`config.mk`:
```
export PLATFORM = sky130hd
export DESIGN_NAME = programmable_sorting_network
export DESIGN_NICKNAME = d
export VERILOG_FILES = /design/src/hdl/psn_pkg.sv /design/src/hdl/programmable_sorting_network.sv /design/src/hdl/psn_ram.sv /design/src/hdl/psn_datapath.sv /design/src/hdl/psn_ctrl.sv
export SDC_FILE = /design/constraint.sdc
export NUM_CORES = 1
export LEC_CHECK = 0
export ABC_CLOCK_PERIOD_IN_PS = 6400
export BUFFER_PORTS_ARGS = -buffer_cell sky130_fd_sc_hd__buf_2
export CAP_MARGIN = 20
export CORE_ASPECT_RATIO = 0.7
export CORE_MARGIN = 2
export CORE_UTILIZATION = 30
export DETAILED_ROUTE_END_ITERATION = 6
export PLACE_DENSITY = 0.44
export SYNTH_ARGS = -nofsm -noshare
export SYNTH_HDL_FRONTEND = slang
export SYNTH_SLANG_ARGS = --single-unit
```
`constraint.sdc`:
```
create_clock -name clock -period 6.4 [get_ports clock]
set_clock_uncertainty 0.15 [all_clocks]
set_input_delay 0 -clock clock [delete_from_list [all_inputs] [get_ports clock]]
set_output_delay 0 -clock clock [all_outputs]
set_load 0.01 [all_outputs]
```
`src/hdl/psn_pkg.sv`:
```
`default_nettype none
// ----------------------------------------------------------------------------
// psn_pkg: shared types and constants for the programmable sorting network
// Holds the default sizes, the CSR map, the controller state type and the
// command and status words between controller and datapath.
// ----------------------------------------------------------------------------
package psn_pkg;

   // default sizes
   localparam int WIRES_DEF           = 8;
   localparam int MAX_COMPARATORS_DEF = 24;
   localparam int VALUE_BITS_DEF      = 16;

   // CSR port and comparator table layout
   localparam int CSR_INDEX_BITS  = 2;
   localparam int CSR_DATA_BITS   = 48;
   localparam int COUNT_BITS      = 5;
   localparam int CFG_WORDS       = 3;
   localparam int PAIR_BITS       = 6;
   localparam int WIRE_FIELD_BITS = 3;
   localparam int PAIR_SEL_BITS   = 3;
   localparam int TABLE_IDX_BITS  = 5;

   // register map
   typedef enum logic [CSR_INDEX_BITS-1:0] {
      CSR_COUNT = 2'd0,
      CSR_WORD0 = 2'd1,
      CSR_WORD1 = 2'd2,
      CSR_WORD2 = 2'd3
   } csr_index_type;

   // controller states
   typedef enum logic [2:0] {
      ST_LOAD,
      ST_NET_ISSUE,
      ST_NET_CMP,
      ST_NET_SWAP,
      ST_ASC_RUN,
      ST_ASC_LAST,
      ST_EMIT
   } state_type;

   // store write source
   typedef enum logic [1:0] {
      WR_NONE,
      WR_LOAD,
      WR_LOW,
      WR_HIGH
   } wr_sel_type;

   // store read address source
   typedef enum logic [1:0] {
      RD_PAIR,
      RD_ADJ,
      RD_WIRE
   } rd_sel_type;

   typedef struct packed {
      wr_sel_type wr_sel;
      rd_sel_type rd_sel;
      logic       asc_init;
      logic       asc_check;
      logic       emit;
      logic       emit_last;
   } cmd_type;

   typedef struct packed {
      logic pair_ok;
      logic net_done;
      logic greater;
   } status_type;

endpackage
`default_nettype wire

```
`src/hdl/programmable_sorting_network.sv`:
```
`default_nettype none
// ----------------------------------------------------------------------------
// programmable_sorting_network: CSR-programmed compare-exchange network
// Loads WIRES signed words, applies the configured comparators in table
// order and returns the vector in wire order with last and ascending flags.
// ----------------------------------------------------------------------------
// Usage: pulse start with a word while busy is low; words land on wires 0,
// 1, 2 and so on. Loads are taken with busy low. The word that fills the
// last wire raises busy while the network runs on a two-read, one-write
// store: a comparator with a bad pair is skipped, one already in order is
// read and compared, and one that swaps also writes both wires back. Once
// the count is reached, an ascending check runs over the adjacent pairs, and
// the WIRES results follow, one per cycle, on rsp_valid. Results are not
// back-pressured: the receiver must take each word in the cycle rsp_valid is
// high. csr_ready is always high; CSRs are to be written only while the
// block is idle.
// ----------------------------------------------------------------------------
module programmable_sorting_network #(
   parameter int WIRES           = psn_pkg::WIRES_DEF,
   parameter int MAX_COMPARATORS = psn_pkg::MAX_COMPARATORS_DEF,
   parameter int VALUE_BITS      = psn_pkg::VALUE_BITS_DEF
) (
   input  wire logic                              clock,
   input  wire logic                              reset,
   // input words
   input  wire logic                              start,
   output logic                                   busy,
   input  wire logic signed [VALUE_BITS-1:0]      req_sample_value,
   // results
   output logic                                   rsp_valid,
   output logic signed [VALUE_BITS-1:0]           rsp_wire_value,
   output logic                                   rsp_last_of_vector,
   output logic                                   rsp_is_ascending,
   // CSR write channel
   input  wire logic                              csr_valid,
   output logic                                   csr_ready,
   input  wire psn_pkg::csr_index_type            csr_index,
   input  wire logic [psn_pkg::CSR_DATA_BITS-1:0] csr_data
);

   import psn_pkg::*;

   localparam int IDX_BITS = $clog2(WIRES);
   localparam int CMP_BITS = $clog2(MAX_COMPARATORS + 1);

   cmd_type             cmd;
   status_type          status;
   logic [IDX_BITS-1:0] wire_idx;
   logic [CMP_BITS-1:0] cmp_idx;

   assign csr_ready = 1'b1;

   psn_ctrl #(
      .WIRES           (WIRES),
      .MAX_COMPARATORS (MAX_COMPARATORS),
      .IDX_BITS        (IDX_BITS),
      .CMP_BITS        (CMP_BITS)
   ) u_ctrl (
      .clock    (clock),
      .reset    (reset),
      .start    (start),
      .status   (status),
      .busy     (busy),
      .cmd      (cmd),
      .wire_idx (wire_idx),
      .cmp_idx  (cmp_idx)
   );

   psn_datapath #(
      .WIRES           (WIRES),
      .MAX_COMPARATORS (MAX_COMPARATORS),
      .VALUE_BITS      (VALUE_BITS),
      .IDX_BITS        (IDX_BITS),
      .CMP_BITS        (CMP_BITS)
   ) u_datapath (
      .clock              (clock),
      .reset              (reset),
      .csr_we             (csr_valid && csr_ready),
      .csr_index          (csr_index),
      .csr_data           (csr_data),
      .cmd                (cmd),
      .wire_idx           (wire_idx),
      .cmp_idx            (cmp_idx),
      .sample_value       (req_sample_value),
      .status             (status),
      .rsp_valid          (rsp_valid),
      .rsp_wire_value     (rsp_wire_value),
      .rsp_last_of_vector (rsp_last_of_vector),
      .rsp_is_ascending   (rsp_is_ascending)
   );

   // results only come out of an emit phase
   a_rsp_after_busy: assert property (@(posedge clock) disable iff (reset)
      rsp_valid |-> $past(busy))
      else $error("result word without a preceding busy cycle");

   // words of one vector are back to back and share the ascending flag
   a_vector_contiguous: assert property (@(posedge clock) disable iff (reset)
      rsp_valid && !rsp_last_of_vector |=> rsp_valid && $stable(rsp_is_ascending))
      else $error("gap or ascending flag change inside a result vector");

   // the last word closes the vector
   a_gap_after_last: assert property (@(posedge clock) disable iff (reset)
      rsp_valid && rsp_last_of_vector |=> !rsp_valid)
      else $error("result word right after the last word of a vector");

   // nothing is emitted while the controller still takes loads
   a_no_rsp_during_load: assert property (@(posedge clock) disable iff (reset)
      start && !busy && !rsp_valid |=> !rsp_valid)
      else $error("result word straight after a load");

endmodule
`default_nettype wire

```
`src/hdl/psn_ram.sv`:
```
`default_nettype none
// ----------------------------------------------------------------------------
// psn_ram: generic RAM, one write port and two registered read ports
// Contents are undefined until written.
// ----------------------------------------------------------------------------
module psn_ram #(
   parameter int WIDTH     = 16,
   parameter int DEPTH     = 8,
   parameter int ADDR_BITS = $clog2(DEPTH)
) (
   input  wire logic                 clock,
   input  wire logic                 we,
   input  wire logic [ADDR_BITS-1:0] waddr,
   input  wire logic [WIDTH-1:0]     wdata,
   input  wire logic [ADDR_BITS-1:0] raddr_a,
   input  wire logic [ADDR_BITS-1:0] raddr_b,
   output logic      [WIDTH-1:0]     rdata_a,
   output logic      [WIDTH-1:0]     rdata_b
);

   logic [WIDTH-1:0] mem_ff [DEPTH];
   logic [WIDTH-1:0] rdata_a_ff;
   logic [WIDTH-1:0] rdata_b_ff;

   // write port
   always_ff @(posedge clock) begin
      if (we) begin
         mem_ff[waddr] <= wdata;
      end
   end

   // registered reads
   always_ff @(posedge clock) begin
      rdata_a_ff <= mem_ff[raddr_a];
      rdata_b_ff <= mem_ff[raddr_b];
   end

   assign rdata_a = rdata_a_ff;
   assign rdata_b = rdata_b_ff;

endmodule
`default_nettype wire

```
`src/hdl/psn_datapath.sv`:
```
`default_nettype none
// ----------------------------------------------------------------------------
// psn_datapath: wire store, comparator table and compare logic
// Holds the CSRs, decodes the current comparator, runs the store reads and
// writes under controller command, and drives the result registers.
// ----------------------------------------------------------------------------
module psn_datapath #(
   parameter int WIRES           = psn_pkg::WIRES_DEF,
   parameter int MAX_COMPARATORS = psn_pkg::MAX_COMPARATORS_DEF,
   parameter int VALUE_BITS      = psn_pkg::VALUE_BITS_DEF,
   parameter int IDX_BITS        = $clog2(WIRES),
   parameter int CMP_BITS        = $clog2(MAX_COMPARATORS + 1)
) (
   input  wire logic                                 clock,
   input  wire logic                                 reset,
   input  wire logic                                 csr_we,
   input  wire psn_pkg::csr_index_type               csr_index,
   input  wire logic [psn_pkg::CSR_DATA_BITS-1:0]    csr_data,
   input  wire psn_pkg::cmd_type                     cmd,
   input  wire logic [IDX_BITS-1:0]                  wire_idx,
   input  wire logic [CMP_BITS-1:0]                  cmp_idx,
   input  wire logic signed [VALUE_BITS-1:0]         sample_value,
   output psn_pkg::status_type                       status,
   output logic                                      rsp_valid,
   output logic signed [VALUE_BITS-1:0]              rsp_wire_value,
   output logic                                      rsp_last_of_vector,
   output logic                                      rsp_is_ascending
);

   import psn_pkg::*;

   logic [COUNT_BITS-1:0]    count_ff;
   logic [CSR_DATA_BITS-1:0] word_ff [CFG_WORDS];
   logic [COUNT_BITS-1:0]    count_sat;
   logic [TABLE_IDX_BITS-1:0] cmp_ext;
   logic [CSR_DATA_BITS-1:0] cur_word;
   logic [PAIR_BITS-1:0]     pair;
   logic [WIRE_FIELD_BITS-1:0] wa, wb, w_lo, w_hi;
   logic [IDX_BITS-1:0]      lo_addr, hi_addr;
   logic                     we;
   logic [IDX_BITS-1:0]      waddr, raddr_a, raddr_b;
   logic [VALUE_BITS-1:0]    wdata, rd_a, rd_b;
   logic [VALUE_BITS-1:0]    hold_ff;
   logic                     chk_ff;
   logic                     asc_ff;
   logic                     valid_ff;
   logic                     last_ff;

   // CSR writes
   always_ff @(posedge clock) begin
      if (reset) begin
         count_ff <= '0;
         for (int i = 0; i < CFG_WORDS; i++) begin
            word_ff[i] <= '0;
         end
      end else if (csr_we) begin
         case (csr_index)
            CSR_COUNT: count_ff   <= csr_data[COUNT_BITS-1:0];
            CSR_WORD0: word_ff[0] <= csr_data;
            CSR_WORD1: word_ff[1] <= csr_data;
            CSR_WORD2: word_ff[2] <= csr_data;
            default:   ;
         endcase
      end
   end

   // comparator count saturates at the table size
   assign count_sat = (count_ff > COUNT_BITS'(MAX_COMPARATORS)) ?
                      COUNT_BITS'(MAX_COMPARATORS) : count_ff;
   assign cmp_ext   = TABLE_IDX_BITS'(cmp_idx);

   // comparator decode: eight pairs per word
   always_comb begin
      case (cmp_ext[TABLE_IDX_BITS-1:PAIR_SEL_BITS])
         2'd0:    cur_word = word_ff[0];
         2'd1:    cur_word = word_ff[1];
         2'd2:    cur_word = word_ff[2];
         default: cur_word = '0;
      endcase
   end

   assign pair = cur_word[cmp_ext[PAIR_SEL_BITS-1:0] * PAIR_BITS +: PAIR_BITS];
   assign wa   = pair[WIRE_FIELD_BITS-1:0];
   assign wb   = pair[PAIR_BITS-1:WIRE_FIELD_BITS];
   assign w_lo = (wa < wb) ? wa : wb;
   assign w_hi = (wa < wb) ? wb : wa;
   assign lo_addr = w_lo[IDX_BITS-1:0];
   assign hi_addr = w_hi[IDX_BITS-1:0];

   // out-of-range wire or a repeated wire leaves the vector alone
   assign status.pair_ok  = (int'(w_hi) < WIRES) && (w_lo != w_hi);
   assign status.net_done = (cmp_ext >= count_sat);
   assign status.greater  = ($signed(rd_a) > $signed(rd_b));

   // store write port
   always_comb begin
      we    = 1'b1;
      waddr = wire_idx;
      wdata = sample_value;
      case (cmd.wr_sel)
         WR_NONE: we = 1'b0;
         WR_LOAD: begin
            waddr = wire_idx;
            wdata = sample_value;
         end
         WR_LOW: begin
            waddr = lo_addr;
            wdata = rd_b;
         end
         WR_HIGH: begin
            waddr = hi_addr;
            wdata = hold_ff;
         end
         default: we = 1'b0;
      endcase
   end

   // store read addresses
   always_comb begin
      case (cmd.rd_sel)
         RD_PAIR: begin
            raddr_a = lo_addr;
            raddr_b = hi_addr;
         end
         RD_ADJ: begin
            raddr_a = wire_idx;
            raddr_b = IDX_BITS'(wire_idx + 1'b1);
         end
         RD_WIRE: begin
            raddr_a = wire_idx;
            raddr_b = wire_idx;
         end
         default: begin
            raddr_a = wire_idx;
            raddr_b = wire_idx;
         end
      endcase
   end

   psn_ram #(
      .WIDTH     (VALUE_BITS),
      .DEPTH     (WIRES),
      .ADDR_BITS (IDX_BITS)
   ) u_store (
      .clock   (clock),
      .we      (we),
      .waddr   (waddr),
      .wdata   (wdata),
      .raddr_a (raddr_a),
      .raddr_b (raddr_b),
      .rdata_a (rd_a),
      .rdata_b (rd_b)
   );

   // upper value of a swapping pair, written back on the next cycle
   always_ff @(posedge clock) begin
      if (cmd.wr_sel == WR_LOW) begin
         hold_ff <= rd_a;
      end
   end

   // ascending check: one adjacent pair per cycle, each compared in the cycle after its read
   always_ff @(posedge clock) begin
      if (reset) begin
         chk_ff <= 1'b0;
         asc_ff <= 1'b1;
      end else begin
         chk_ff <= cmd.asc_check;
         if (cmd.asc_init) begin
            asc_ff <= 1'b1;
         end else if (chk_ff && status.greater) begin
            asc_ff <= 1'b0;
         end
      end
   end

   // result strobe comes in the cycle after the emit read
   always_ff @(posedge clock) begin
      if (reset) begin
         valid_ff <= 1'b0;
         last_ff  <= 1'b0;
      end else begin
         valid_ff <= cmd.emit;
         last_ff  <= cmd.emit_last;
      end
   end

   assign rsp_valid          = valid_ff;
   assign rsp_wire_value     = $signed(rd_a);
   assign rsp_last_of_vector = last_ff;
   assign rsp_is_ascending   = asc_ff;

endmodule
`default_nettype wire

```
`src/hdl/psn_ctrl.sv`:
```
`default_nettype none
// ----------------------------------------------------------------------------
// psn_ctrl: sequencer for load, network, ascending check and emit phases
// Owns the wire counter and the comparator counter and issues one command
// word per cycle to the datapath.
// ----------------------------------------------------------------------------
module psn_ctrl #(
   parameter int WIRES           = psn_pkg::WIRES_DEF,
   parameter int MAX_COMPARATORS = psn_pkg::MAX_COMPARATORS_DEF,
   parameter int IDX_BITS        = $clog2(WIRES),
   parameter int CMP_BITS        = $clog2(MAX_COMPARATORS + 1)
) (
   input  wire logic                 clock,
   input  wire logic                 reset,
   input  wire logic                 start,
   input  wire psn_pkg::status_type  status,
   output logic                      busy,
   output psn_pkg::cmd_type          cmd,
   output logic [IDX_BITS-1:0]       wire_idx,
   output logic [CMP_BITS-1:0]       cmp_idx
);

   import psn_pkg::*;

   state_type           state_ff, state_in;
   logic [IDX_BITS-1:0] idx_ff, idx_in;
   logic [CMP_BITS-1:0] cmp_ff, cmp_in;
   logic                idx_top, idx_adj_top;

   assign idx_top     = (idx_ff == IDX_BITS'(WIRES - 1));
   assign idx_adj_top = (idx_ff == IDX_BITS'(WIRES - 2));

   // state and counters
   always_ff @(posedge clock) begin
      if (reset) begin
         state_ff <= ST_LOAD;
         idx_ff   <= '0;
         cmp_ff   <= '0;
      end else begin
         state_ff <= state_in;
         idx_ff   <= idx_in;
         cmp_ff   <= cmp_in;
      end
   end

   // next state and commands
   always_comb begin
      state_in      = state_ff;
      idx_in        = idx_ff;
      cmp_in        = cmp_ff;
      busy          = 1'b1;
      cmd.wr_sel    = WR_NONE;
      cmd.rd_sel    = RD_PAIR;
      cmd.asc_init  = 1'b0;
      cmd.asc_check = 1'b0;
      cmd.emit      = 1'b0;
      cmd.emit_last = 1'b0;
      case (state_ff)
         // take one word per start; the last wire kicks off the network
         ST_LOAD: begin
            busy = 1'b0;
            if (start) begin
               cmd.wr_sel = WR_LOAD;
               if (idx_top) begin
                  idx_in   = '0;
                  cmp_in   = '0;
                  state_in = ST_NET_ISSUE;
               end else begin
                  idx_in = IDX_BITS'(idx_ff + 1'b1);
               end
            end
         end
         // read the pair of the current comparator, skip dead ones, start the ascending check when done
         ST_NET_ISSUE: begin
            cmd.rd_sel = RD_PAIR;
            if (status.net_done) begin
               cmd.asc_init = 1'b1;
               idx_in       = '0;
               state_in     = ST_ASC_RUN;
            end else if (!status.pair_ok) begin
               cmp_in = CMP_BITS'(cmp_ff + 1'b1);
            end else begin
               state_in = ST_NET_CMP;
            end
         end
         // pair data is back: write the minimum low if out of order
         ST_NET_CMP: begin
            cmd.rd_sel = RD_PAIR;
            if (status.greater) begin
               cmd.wr_sel = WR_LOW;
               state_in   = ST_NET_SWAP;
            end else begin
               cmp_in   = CMP_BITS'(cmp_ff + 1'b1);
               state_in = ST_NET_ISSUE;
            end
         end
         // write the maximum high
         ST_NET_SWAP: begin
            cmd.rd_sel = RD_PAIR;
            cmd.wr_sel = WR_HIGH;
            cmp_in     = CMP_BITS'(cmp_ff + 1'b1);
            state_in   = ST_NET_ISSUE;
         end
         // stream adjacent pairs through the compare
         ST_ASC_RUN: begin
            cmd.rd_sel    = RD_ADJ;
            cmd.asc_check = 1'b1;
            if (idx_adj_top) begin
               state_in = ST_ASC_LAST;
            end else begin
               idx_in = IDX_BITS'(idx_ff + 1'b1);
            end
         end
         // last adjacent compare lands here
         ST_ASC_LAST: begin
            cmd.rd_sel = RD_WIRE;
            idx_in     = '0;
            state_in   = ST_EMIT;
         end
         // read wires in order, one result per cycle
         ST_EMIT: begin
            cmd.rd_sel    = RD_WIRE;
            cmd.emit      = 1'b1;
            cmd.emit_last = idx_top;
            if (idx_top) begin
               idx_in   = '0;
               state_in = ST_LOAD;
            end else begin
               idx_in = IDX_BITS'(idx_ff + 1'b1);
            end
         end
         default: begin
            state_in = ST_LOAD;
            idx_in   = '0;
         end
      endcase
   end

   assign wire_idx = idx_ff;
   assign cmp_idx  = cmp_ff;

endmodule
`default_nettype wire

```
# Word level (Yosys, flattened, before mapping)

Memories as Yosys holds them, arrays and structs flattened. A register that Yosys moved wholly into a read port is not among the register bits.
Index checks and enable logic that the tools add are counted.

Register bits: 36
Memory bits (writable): 272
Bits of input ports: 70
Output and inout bits: 21
Logic and storage cells: 120
Memories kept: 2

$add $sub $neg: 2
Multiply operators: 1
Order comparisons: 4
Eq/ne operators: 27
Shift-type cells: 1
Multiplexer cells: 54
Bitwise gates (word level): 5
Reduce and logical (&&, ||, !) cells: 15

Memories:

| memory                    | words | bits a word | rd ports | clocked after Yosys merged registers in | wr ports | line               | text |
|---|---|---|---|---|---|---|---|
| u_datapath.word_ff        | 3     | 48          | 3        | 0                                       | 3        | psn_datapath.sv:33 | `logic [CSR_DATA_BITS-1:0] word_ff [CFG_WORDS];` |
| u_datapath.u_store.mem_ff | 8     | 16          | 2        | 2                                       | 1        | psn_ram.sv:21      | `logic [WIDTH-1:0] mem_ff [DEPTH];` |

Operator list:

| kind                                                             | number |
|---|---|
| 48-bit two-way mux                                               | 3 |
| 48-bit one-hot mux with 3 select lines                           | 1 |
| 48-bit by 7-bit indexed part select with 6-bit output            | 1 |
| 3-bit two-way mux                                                | 13 |
| 16-bit one-hot mux with 2 select lines                           | 1 |
| 5-bit two-way mux                                                | 6 |
| 3-bit one-hot mux with 7 select lines                            | 1 |
| 1-bit two-way mux                                                | 20 |
| 5-bit one-hot mux with 4 select lines                            | 1 |
| 16-bit greater-than comparator                                   | 1 |
| 3-bit == test (second input constant)                            | 5 |
| 3-bit one-hot mux with 5 select lines                            | 1 |
| 2-bit != test (second input constant)                            | 6 |
| 3-bit one-hot mux with 2 select lines                            | 2 |
| 2-bit == test (second input constant)                            | 5 |
| 2-bit logical NOT                                                | 4 |
| 2-bit OR reduction                                               | 4 |
| 2-bit by 1-bit == test with 1-bit output (second input constant) | 3 |
| 3-bit by 2-bit == test with 1-bit output (second input constant) | 2 |
| 2-bit two-way mux                                                | 3 |
| 2-bit by 1-bit != test with 1-bit output (second input constant) | 3 |
| 2-bit one-hot mux with 3 select lines                            | 1 |
| 6-bit AND reduction                                              | 1 |
| 5-bit by 1-bit adder with 5-bit output (second input constant)   | 1 |
| other kinds (17)                                                 | 20 |

# Depth between registers and ports, before layout

Gate-level depths: netlist (run 1).

Word-level depth: 9
Gate-level depth with buffers: 21
Mapped depth without buffers: 14

# Cells and area by module

A second synthesis (run 1) with hierarchy kept.

Cells, all modules: 977
Area, all modules: 15521.1 µm²

Modules (own cells, without submodules):

| module                       | times used | cells an instance | area an instance (µm²) |
|---|---|---|---|
| psn_datapath                 | 1          | 591               | 8066.5 |
| psn_ram                      | 1          | 287               | 6685.2 |
| psn_ctrl                     | 1          | 97                | 758.2 |
| programmable_sorting_network | 1          | 2                 | 11.3 |

# Worst setup path before layout (run 1)

OpenSTA, ideal clock, no wires.

Kind: register to register
From: register u_ctrl.cmp_ff[3] (netlist: u_ctrl.cmp_idx[3])
To: memory u_datapath.u_store.mem_ff[0][0] (enable)
Arrival time: 4.979 ns
Required time: 5.841 ns
Slack: 0.862 ns
Cell stages (with the launch flop): 19
Path buffers: 6
Clock period less this slack: 5.538 ns
Cells stage by stage: dfxtp_1 -> buf_6 -> buf_6 -> buf_8 -> buf_4 -> buf_1 -> mux2_2 -> a221o_1 -> o211ai_1 -> a31oi_1 -> ha_1 -> o21ai_0 -> nand2b_1 -> clkbuf_1 -> mux2_2 -> nand2_1 -> o311a_1 -> nand4b_1 -> nor3_1

Cells in the longest elaborated chain, start to end: 6
Elaborated cells on any way between the ends: 9

RTL lines:

| what                                                      | line                                   | text |
|---|---|---|
| start, declared                                           | psn_ctrl.sv:27                         | `logic [CMP_BITS-1:0] cmp_ff, cmp_in;` |
| start signal, assigned                                    | psn_ctrl.sv:42                         | `cmp_ff <= cmp_in;` |
| 2-bit == test, or another cell as far along               | psn_datapath.sv:74                     | `case (cmp_ext[TABLE_IDX_BITS-1:PAIR_SEL_BITS])` |
| 48-bit one-hot mux with 3 select lines (*)                | psn_datapath.sv:74                     |  |
| 48-bit by 7-bit indexed part select with 6-bit output (*) | psn_datapath.sv:82                     | `assign pair = cur_word[cmp_ext[PAIR_SEL_BITS-1:0] * PAIR_BITS +: PAIR_BITS];` |
| 3-bit less-than comparator                                | psn_datapath.sv:85, psn_datapath.sv:86 |  |
| 3-bit two-way mux, on equally long branches               | psn_datapath.sv:86, psn_datapath.sv:85 |  |
| 3-bit one-hot mux with 2 select lines (*)                 | psn_datapath.sv:100                    | `case (cmd.wr_sel)` |
| end, declared                                             | psn_ram.sv:21                          |  |

Mark *: on every way between the ends. The rest lies on a longest branch, timed or not.

# Final worst setup path (run 1)

From: register u_ctrl.cmp_ff[4] (netlist: u_ctrl.cmp_idx[4])
To: register u_datapath.u_store.rdata_b_ff[0] (netlist: u_datapath.u_store.rdata_b[0]) (read register of u_datapath.u_store.mem_ff)

Cells in the longest elaborated chain, start to end: 6
Elaborated cells on any way between the ends: 8

RTL lines:

| what                                                      | line                | text |
|---|---|---|
| 2-bit == test, or another cell as far along               | psn_datapath.sv:74  |  |
| 48-bit one-hot mux with 3 select lines (*)                | psn_datapath.sv:74  |  |
| 48-bit by 7-bit indexed part select with 6-bit output (*) | psn_datapath.sv:82  |  |
| 3-bit less-than comparator                                | psn_datapath.sv:86  | `assign w_hi = (wa < wb) ? wb : wa;` |
| 3-bit two-way mux (*)                                     | psn_datapath.sv:86  |  |
| 3-bit one-hot mux with 2 select lines (*)                 | psn_datapath.sv:120 | `case (cmd.rd_sel)` |
| end, declared                                             | psn_ram.sv:23       | `logic [WIDTH-1:0] rdata_b_ff;` |

Marked as above.
A chain may end at the register's enable or synchronous reset.

==> metrics.txt, run 1 <==
outcome=finished clean; layout cell share with drive strength beyond 1=26.2%; CP Capture Point=u_datapath.u_store.rdata_b[0]; DRC Markers=0; CP most frequent cell=mux2_2; Die Y=194 um; DP Cell Count=1728; Overall Global Routing Usage=15.1%; post-synthesis sequential area ratio=62.7%; Worst Max-Slew Pin Slew=1.06 ns; clk_lat worst skew=0.53 ns; GP Congestion=0.757; commonest non-fill, non-tap cell in the layout=edfxtp_1; Post-Layout Inst Area=18700 um2; initial antenna violation count=0; Reg-to-Reg End=u_datapath.u_store.rdata_b[0]; RR Startpoint=u_ctrl.cmp_idx[4]; Setup violations, final=0; Post-Syn Nets=1089; crit path from=u_ctrl.cmp_idx[4]; Peak VDD IR=0.235 mV; power per cell area=415 nW/um2; CP Max Fanout=32; dominant synthesized flop cell=edfxtp_1; Remaining Overflow, GRT=0; fraction of power spent switching nets=31.6%; delay-heaviest family, CP=multiplexers; setup TNS=0 ns; min cycle time layout=5.12 ns; fin nets=1263; port bufs=89; cell taking the most area after synthesis=edfxtp_1; DR pass1 iterations=5; Routed Antenna Nets=0; # Post-CTS Setup Buffers=0; Async SR Flop Fraction=0%; pre-CTS worst setup slack=1.26 ns; final hold viol count=0; syn avg cell area=15.6 um2; crit share post-route=79.9%; Iter 0 DRT Violations=715; ANT cells=0; post-route setup slack=1.28 ns; FF-to-FF setup slack=1.28 ns; leak pwr=6.63 nW; R2R depth=14; reported max-cap violation count=0; Comb power frac=33.2%; Crit path depth=14; WL/cell=21.3 um; area of the mapped netlist=15400 um2; DP HPWL=25500 um; hold buffers post-CTS=64; CP startpoint kind=flip-flop; number of synthesized flops with an enable pin=288; hold_ws=0.0159 ns; CTS tree=built; Worst slew margin=28.5%; Core Footprint=50800 um2; worst endpoint data arrival time=5.37 ns; cts bufs inserted=38; utilization after layout=36.8%; CTS max path bufs=3; Hold Path Class=in2reg; DP Area=16800 um2; setup repair after global routing missed its margin=false; Netlist cell types=64; post-CTS resize count=0; crit-path cells=buf_4 > inv_1 > a22oi_1 > mux4_2 > o211ai_2 > ha_1 > nor2b_1 > o21ai_0 > nand2b_1 > mux2_2 > a22oi_4 > buf_12 > mux4_4 > mux2_2; area grow syn2layout=20.9%; clock root buffer=clkbuf_16; clock network fraction of design power=26.3%; Crit path largest cell delay=0.70 ns; Via Count=9204; H-tree depth=2; P_int=5.30 mW; fill cell count=4857; synth top area cells=edfxtp_1, mux4_2, dfxtp_1, mux2_2, mux4_1; first-pass GRT wire length=60700 um; Total Wirelength=39700 um; Mapped Cells=989; vias in the first global route=9557; min-delay src=req_sample_value[12]; Worst path slowest cell=inv_1; Die ar.=53300 um2; CP Data Required Time=6.66 ns; starting density of the core=30.4%; Worst-path clk slew=0.06 ns; io pins=91; Ys Warns=0; WP buf/inv=3; post-synth top area share=56.0%; DR vias/cell=4.93; Power, Total=7.76 mW; clock sink count=340; worst setup path class=reg2reg; num rows=69; die width=275 um; non-filler cells, final=1867; largest net degree at the start of global routing=60; Psw=2.45 mW; Seq pwr share=40.5%; commonest non-fill, non-tap cells in the layout=edfxtp_1, buf_2, dlygate4sd3_1; fmax=195 MHz; flop and latch count out of synthesis=340; endpoint type of the worst setup path=flip-flop; count of pins over their slew limit=0
==> registers in the layout, summed over array words and instances (netlist names) <==
register	flops
u_datapath.hold_ff	16
u_ctrl.cmp_idx	5
u_datapath.rsp_valid	1
u_datapath.rsp_last_of_vector	1
u_datapath.chk_ff	1
u_datapath.count_ff	5
u_datapath.u_store.mem_ff	128
u_ctrl.state_ff	3
u_datapath.u_store.rdata_b	16
u_datapath.rsp_is_ascending	1
u_ctrl.wire_idx	3
u_datapath.word_ff	144
u_datapath.u_store.rdata_a	16
==> metal layers <==
| layer | track usage [%] | vias to the layer above | wire length (um) |
|---|---|---|---|
| met5 | 0 | - | 0 |
| met4 | 3.24 | 0 | 629 |
| met3 | 2.13 | 46 | 1490 |
| met2 | 22.0 | 169 | 17200 |
| met1 | 23.6 | 4726 | 20400 |
| li1 | - | 4263 | - |
==> worst min-delay path by stage <==
stage / slack [ns] / endpoint / cells after the start
global route: 0.06 / u_datapath.u_store.mem_ff[3][12] / 3
floorplan: -0.08 / u_ctrl.state_ff[0] / 1
global placement: 0.09 / u_datapath.count_ff[4] / 3
CTS: 0.002 / u_datapath.u_store.mem_ff[1][15] / 3
finish: 0.02 / u_datapath.u_store.mem_ff[3][12] / 3
detailed placement: 0.11 / u_datapath.count_ff[4] / 3
==> logic make-up after synthesis <==
kind of cell	count (synthesis)	share of synthesized area, %
AND/OR/NAND/NOR	180	6.07
XOR/XNOR	5	0.284
other	1	0.0243
flip-flops	340	62.7
AO/OA/AOI/OAI	175	8.16
buffers and inverters	94	3.03
adder cells (fa/ha/maj)	30	2.43
multiplexers	164	17.3
==> tightest hold or removal path, stage by stage <==
cell and delay (ns):
buf_2 0.09, a22oi_1 0.07, o21ai_0 0.32
==> synthesized netlist by cell type (13+ instances only) <==
cell type	instances
mux2_2	49
nor2_1	45
dfxtp_1	52
mux2i_1	34
and2_1	52
a221oi_1	13
a22oi_1	44
nand2b_1	13
clkbuf_1	37
mux4_1	15
nand2_1	28
o21ai_0	33
edfxtp_1	288
mux4_2	53
a21oi_1	27
inv_1	31
ha_1	30
==> power groups by stage <==
stage / Combinational, mW / Sequential (mW) / Clock, mW
floorplan: 1.78 / 3.11 / 0
global placement: 2.54 / 3.19 / 0
detailed placement: 2.54 / 3.19 / 0
CTS: 2.57 / 3.15 / 2.11
global route: 2.83 / 3.18 / 2.19
finish: 2.57 / 3.14 / 2.04
==> layout make-up <==
cell class / count / area (um2) / area share (%)
clock inverters: 25 / 180 / 0.964
repair buffers: 196 / 1480 / 7.94
well taps: 674 / 843 / 4.51
clock buffers: 45 / 977 / 5.23
inverters: 32 / 120 / 0.643
flip-flops and latches: 340 / 9690 / 51.9
multi-input cells: 555 / 5390 / 28.8
No activity file was read; power rests on OpenSTA's default activity.
==> run 2, diff against run 1 <==
ABC_AREA = 1   (was not set)
ABC_CLOCK_PERIOD_IN_PS = 5300   (was 6400)
clock period = 5.3 ns   (was 6.4 ns; I/O delays follow)
==> run 2 against run 1 <==
Against the previous run:
- sequential cell count unchanged
- sequential power rose by 15%
- combinational power grew 100%
- register-to-register slack lost 0.34 ns
- count of clock-buffer cells in the layout is 8 higher
- cell area rose by 5.7%
- power is 46% higher
- via count rose by 42%
- sequential share of layout area fell by 2.8 points
==> metrics.txt, run 2 <==
WL/cell=19.0 um; count of pins over their slew limit=0; worst setup path class=reg2reg; initial antenna violation count=1; CTS tree=built; syn avg cell area=9.08 um2; endpoint type of the worst setup path=flip-flop; area of the mapped netlist=16400 um2; Worst-path clk slew=0.06 ns; Top Registers=u_datapath.word_ff: 144 flops, u_datapath.u_store.mem_ff: 128 flops; CP Data Required Time=5.64 ns; reported max-cap violation count=0; post-synth top area share=52.8%; Via Count=13100; Hold Path Class=in2reg; GP Congestion=0.804; Worst Max-Slew Pin Slew=0.978 ns; Core Footprint=53800 um2; utilization after layout=36.7%; CP Max Fanout=32; number of flip-flops in the largest register=144; Async SR Flop Fraction=0%; Ys Warns=0; outcome=finished clean; H-tree depth=2; largest net degree at the start of global routing=65; area grow syn2layout=20.6%; Remaining Overflow, GRT=0; io pins=91; ANT cells=0; clk_lat worst skew=0.55 ns; starting density of the core=30.4%; clock sink count=340; flop and latch count out of synthesis=340; cts bufs inserted=40; synth top area cells=edfxtp_1, nand2_1, nand3_1, dfxtp_1, inv_1; DRC Markers=0; DR pass1 iterations=5; clock root buffer=clkbuf_16; Netlist cell types=36; Setup violations, final=0; Worst path slowest cell=dfxtp_1; Die Y=199 um; Total Wirelength=51800 um; setup repair after global routing missed its margin=false; Post-Syn Nets=1902; post-synthesis sequential area ratio=59.2%; layout cell share with drive strength beyond 1=11.5%; die width=283 um; cell taking the most area after synthesis=edfxtp_1; Routed Antenna Nets=0; fin nets=2065; Power, Total=11.3 mW; Biggest register=u_datapath.word_ff; Mapped Cells=1802; dominant synthesized flop cell=edfxtp_1; DR vias/cell=4.79; commonest non-fill, non-tap cells in the layout=nand2_1, nand3_1, edfxtp_1; commonest non-fill, non-tap cell in the layout=nand2_1; fmax=230 MHz; min cycle time layout=4.36 ns; Peak VDD IR=0.745 mV; Crit path largest cell delay=0.54 ns; final hold viol count=0; leak pwr=8.54 nW; port bufs=89; crit share post-route=82.2%; CP most frequent cell=nand2_1; vias in the first global route=13000; Worst slew margin=34.7%; number of synthesized flops with an enable pin=288; post-CTS resize count=0; CTS max path bufs=3; top-count cell post-synth=nand2_1; setup TNS=0 ns; CP startpoint kind=flip-flop; worst endpoint data arrival time=4.70 ns; num rows=71; DP HPWL=31700 um; crit-path cells=buf_4 > nor2_4 > nand2_1 > nand2_1 > a221oi_1 > a41oi_1 > nand2_1 > nand3_1 > nand2_1 > inv_1 > ha_1 > a31oi_1 > nand2_1 > inv_1 > nand3_1 > nand2_1 > nand2_2 > nand2_2 > buf_12 > nand2_1 > nand3_1 > nand3_1 > nand2_1; Overall Global Routing Usage=18.5%; first-pass GRT wire length=79400 um; Die ar.=56500 um2; power per cell area=574 nW/um2; Iter 0 DRT Violations=1144; Synth top cells by count=nand2_1, nand3_1, edfxtp_1
==> run 2: cell types whose count changed in the layout (fill, tap and decap cells not counted), moves of 15 or more <==
| cell | before | now |
|---|---|---|
| a22oi_1 | 44 | 0 |
| mux4_1 | 15 | 0 |
| o21ai_0 | 32 | 14 |
| nand4_1 | 5 | 24 |
| nand3_1 | 4 | 351 |
| mux4_2 | 53 | 0 |
| and2_1 | 52 | 1 |
| inv_1 | 31 | 221 |
| mux2i_1 | 34 | 0 |
| mux2_2 | 49 | 0 |
| nor2_1 | 44 | 85 |
| nand3b_1 | 4 | 33 |
| nand2_1 | 26 | 508 |
==> run 2: report_power, final <==
group / leakage (nW) / switching (mW) / internal [mW]
Combinational: 4.78 / 3.61 / 1.52
Sequential: 3.16 / 0.223 / 3.38
Clock: 0.605 / 1.10 / 1.51
Total: 8.54 / 4.93 / 6.40
==> run 2: per-stage QoR <==
stage          setup slack [ns]  area [um2]  instances  hold WS, ns
2_1_floorplan              1.20       16400       1802     -0.00138
3_3_place_gp               1.09       17800       2580        0.162
3_5_place_dp              0.981       17800       2580        0.167
4_1_cts                   0.956       19700       2726       0.0225
5_1_grt                   0.513       19700       2726       0.0579
6_report                  0.944       19700       2726       0.0440
==> run 2: area by class of cell <==
class	count	area [um2]
inverter	227	852
clock buffer	53	1100
multi-input combinational	1144	5470
tap	730	913
sequential	340	9690
fill	5451	34100
timing repair buffer	212	1590
clock inverter	20	125
==> run 2: kinds of logic (layout without fill, tap and decap cells) <==
kind of cell / Yosys count / after routing / synth area share [%]
AOI/OAI and AO/OA: 82 / 82 / 2.99
adders and majority gates: 30 / 30 / 2.29
DFF: 340 / 340 / 59.2
other: 1 / 1 / 0.0229
and+or+nand+nor: 1031 / 1031 / 27.7
buffers and inverters: 318 / 512 / 7.81
==> run 2: critical path: cells and delay by family, from the launching register on <==
kind                       cells  cell delay, ns
AOI/OAI and AO/OA              3            0.64
DFF                            1            0.54
and+or+nand+nor               15            1.76
buffers and inverters          4            0.83
adders and majority gates      1            0.34
==> run 2: what timing repair did <==
action | in CTS | in global routing
hold endpoints to repair | 275 | 0
hold buffers | 73 | 0
buffers inserted | 0 | 0
==> run 2: final timing paths <==
| path | startpoint | endpoint | slack (ns) | cells past startpoint |
|---|---|---|---|---|
| min | req_sample_value[5] | u_datapath.u_store.mem_ff[4][5] | 0.04 | 3 |
| max | u_ctrl.cmp_idx[3] | u_datapath.u_store.rdata_b[5] | 0.94 | 23 |
| min reg2reg | u_datapath.rsp_is_ascending | u_datapath.rsp_is_ascending | 0.31 | 2 |
| max reg2reg | u_ctrl.cmp_idx[3] | u_datapath.u_store.rdata_b[5] | 0.94 | 23 |
==> run 2: per-layer routing <==
layer,share of wire (%),track usage [%]
met4,1.8,4.45
met2,42,28.1
met3,6.2,3.26
met1,50,27.2
met5,0,0
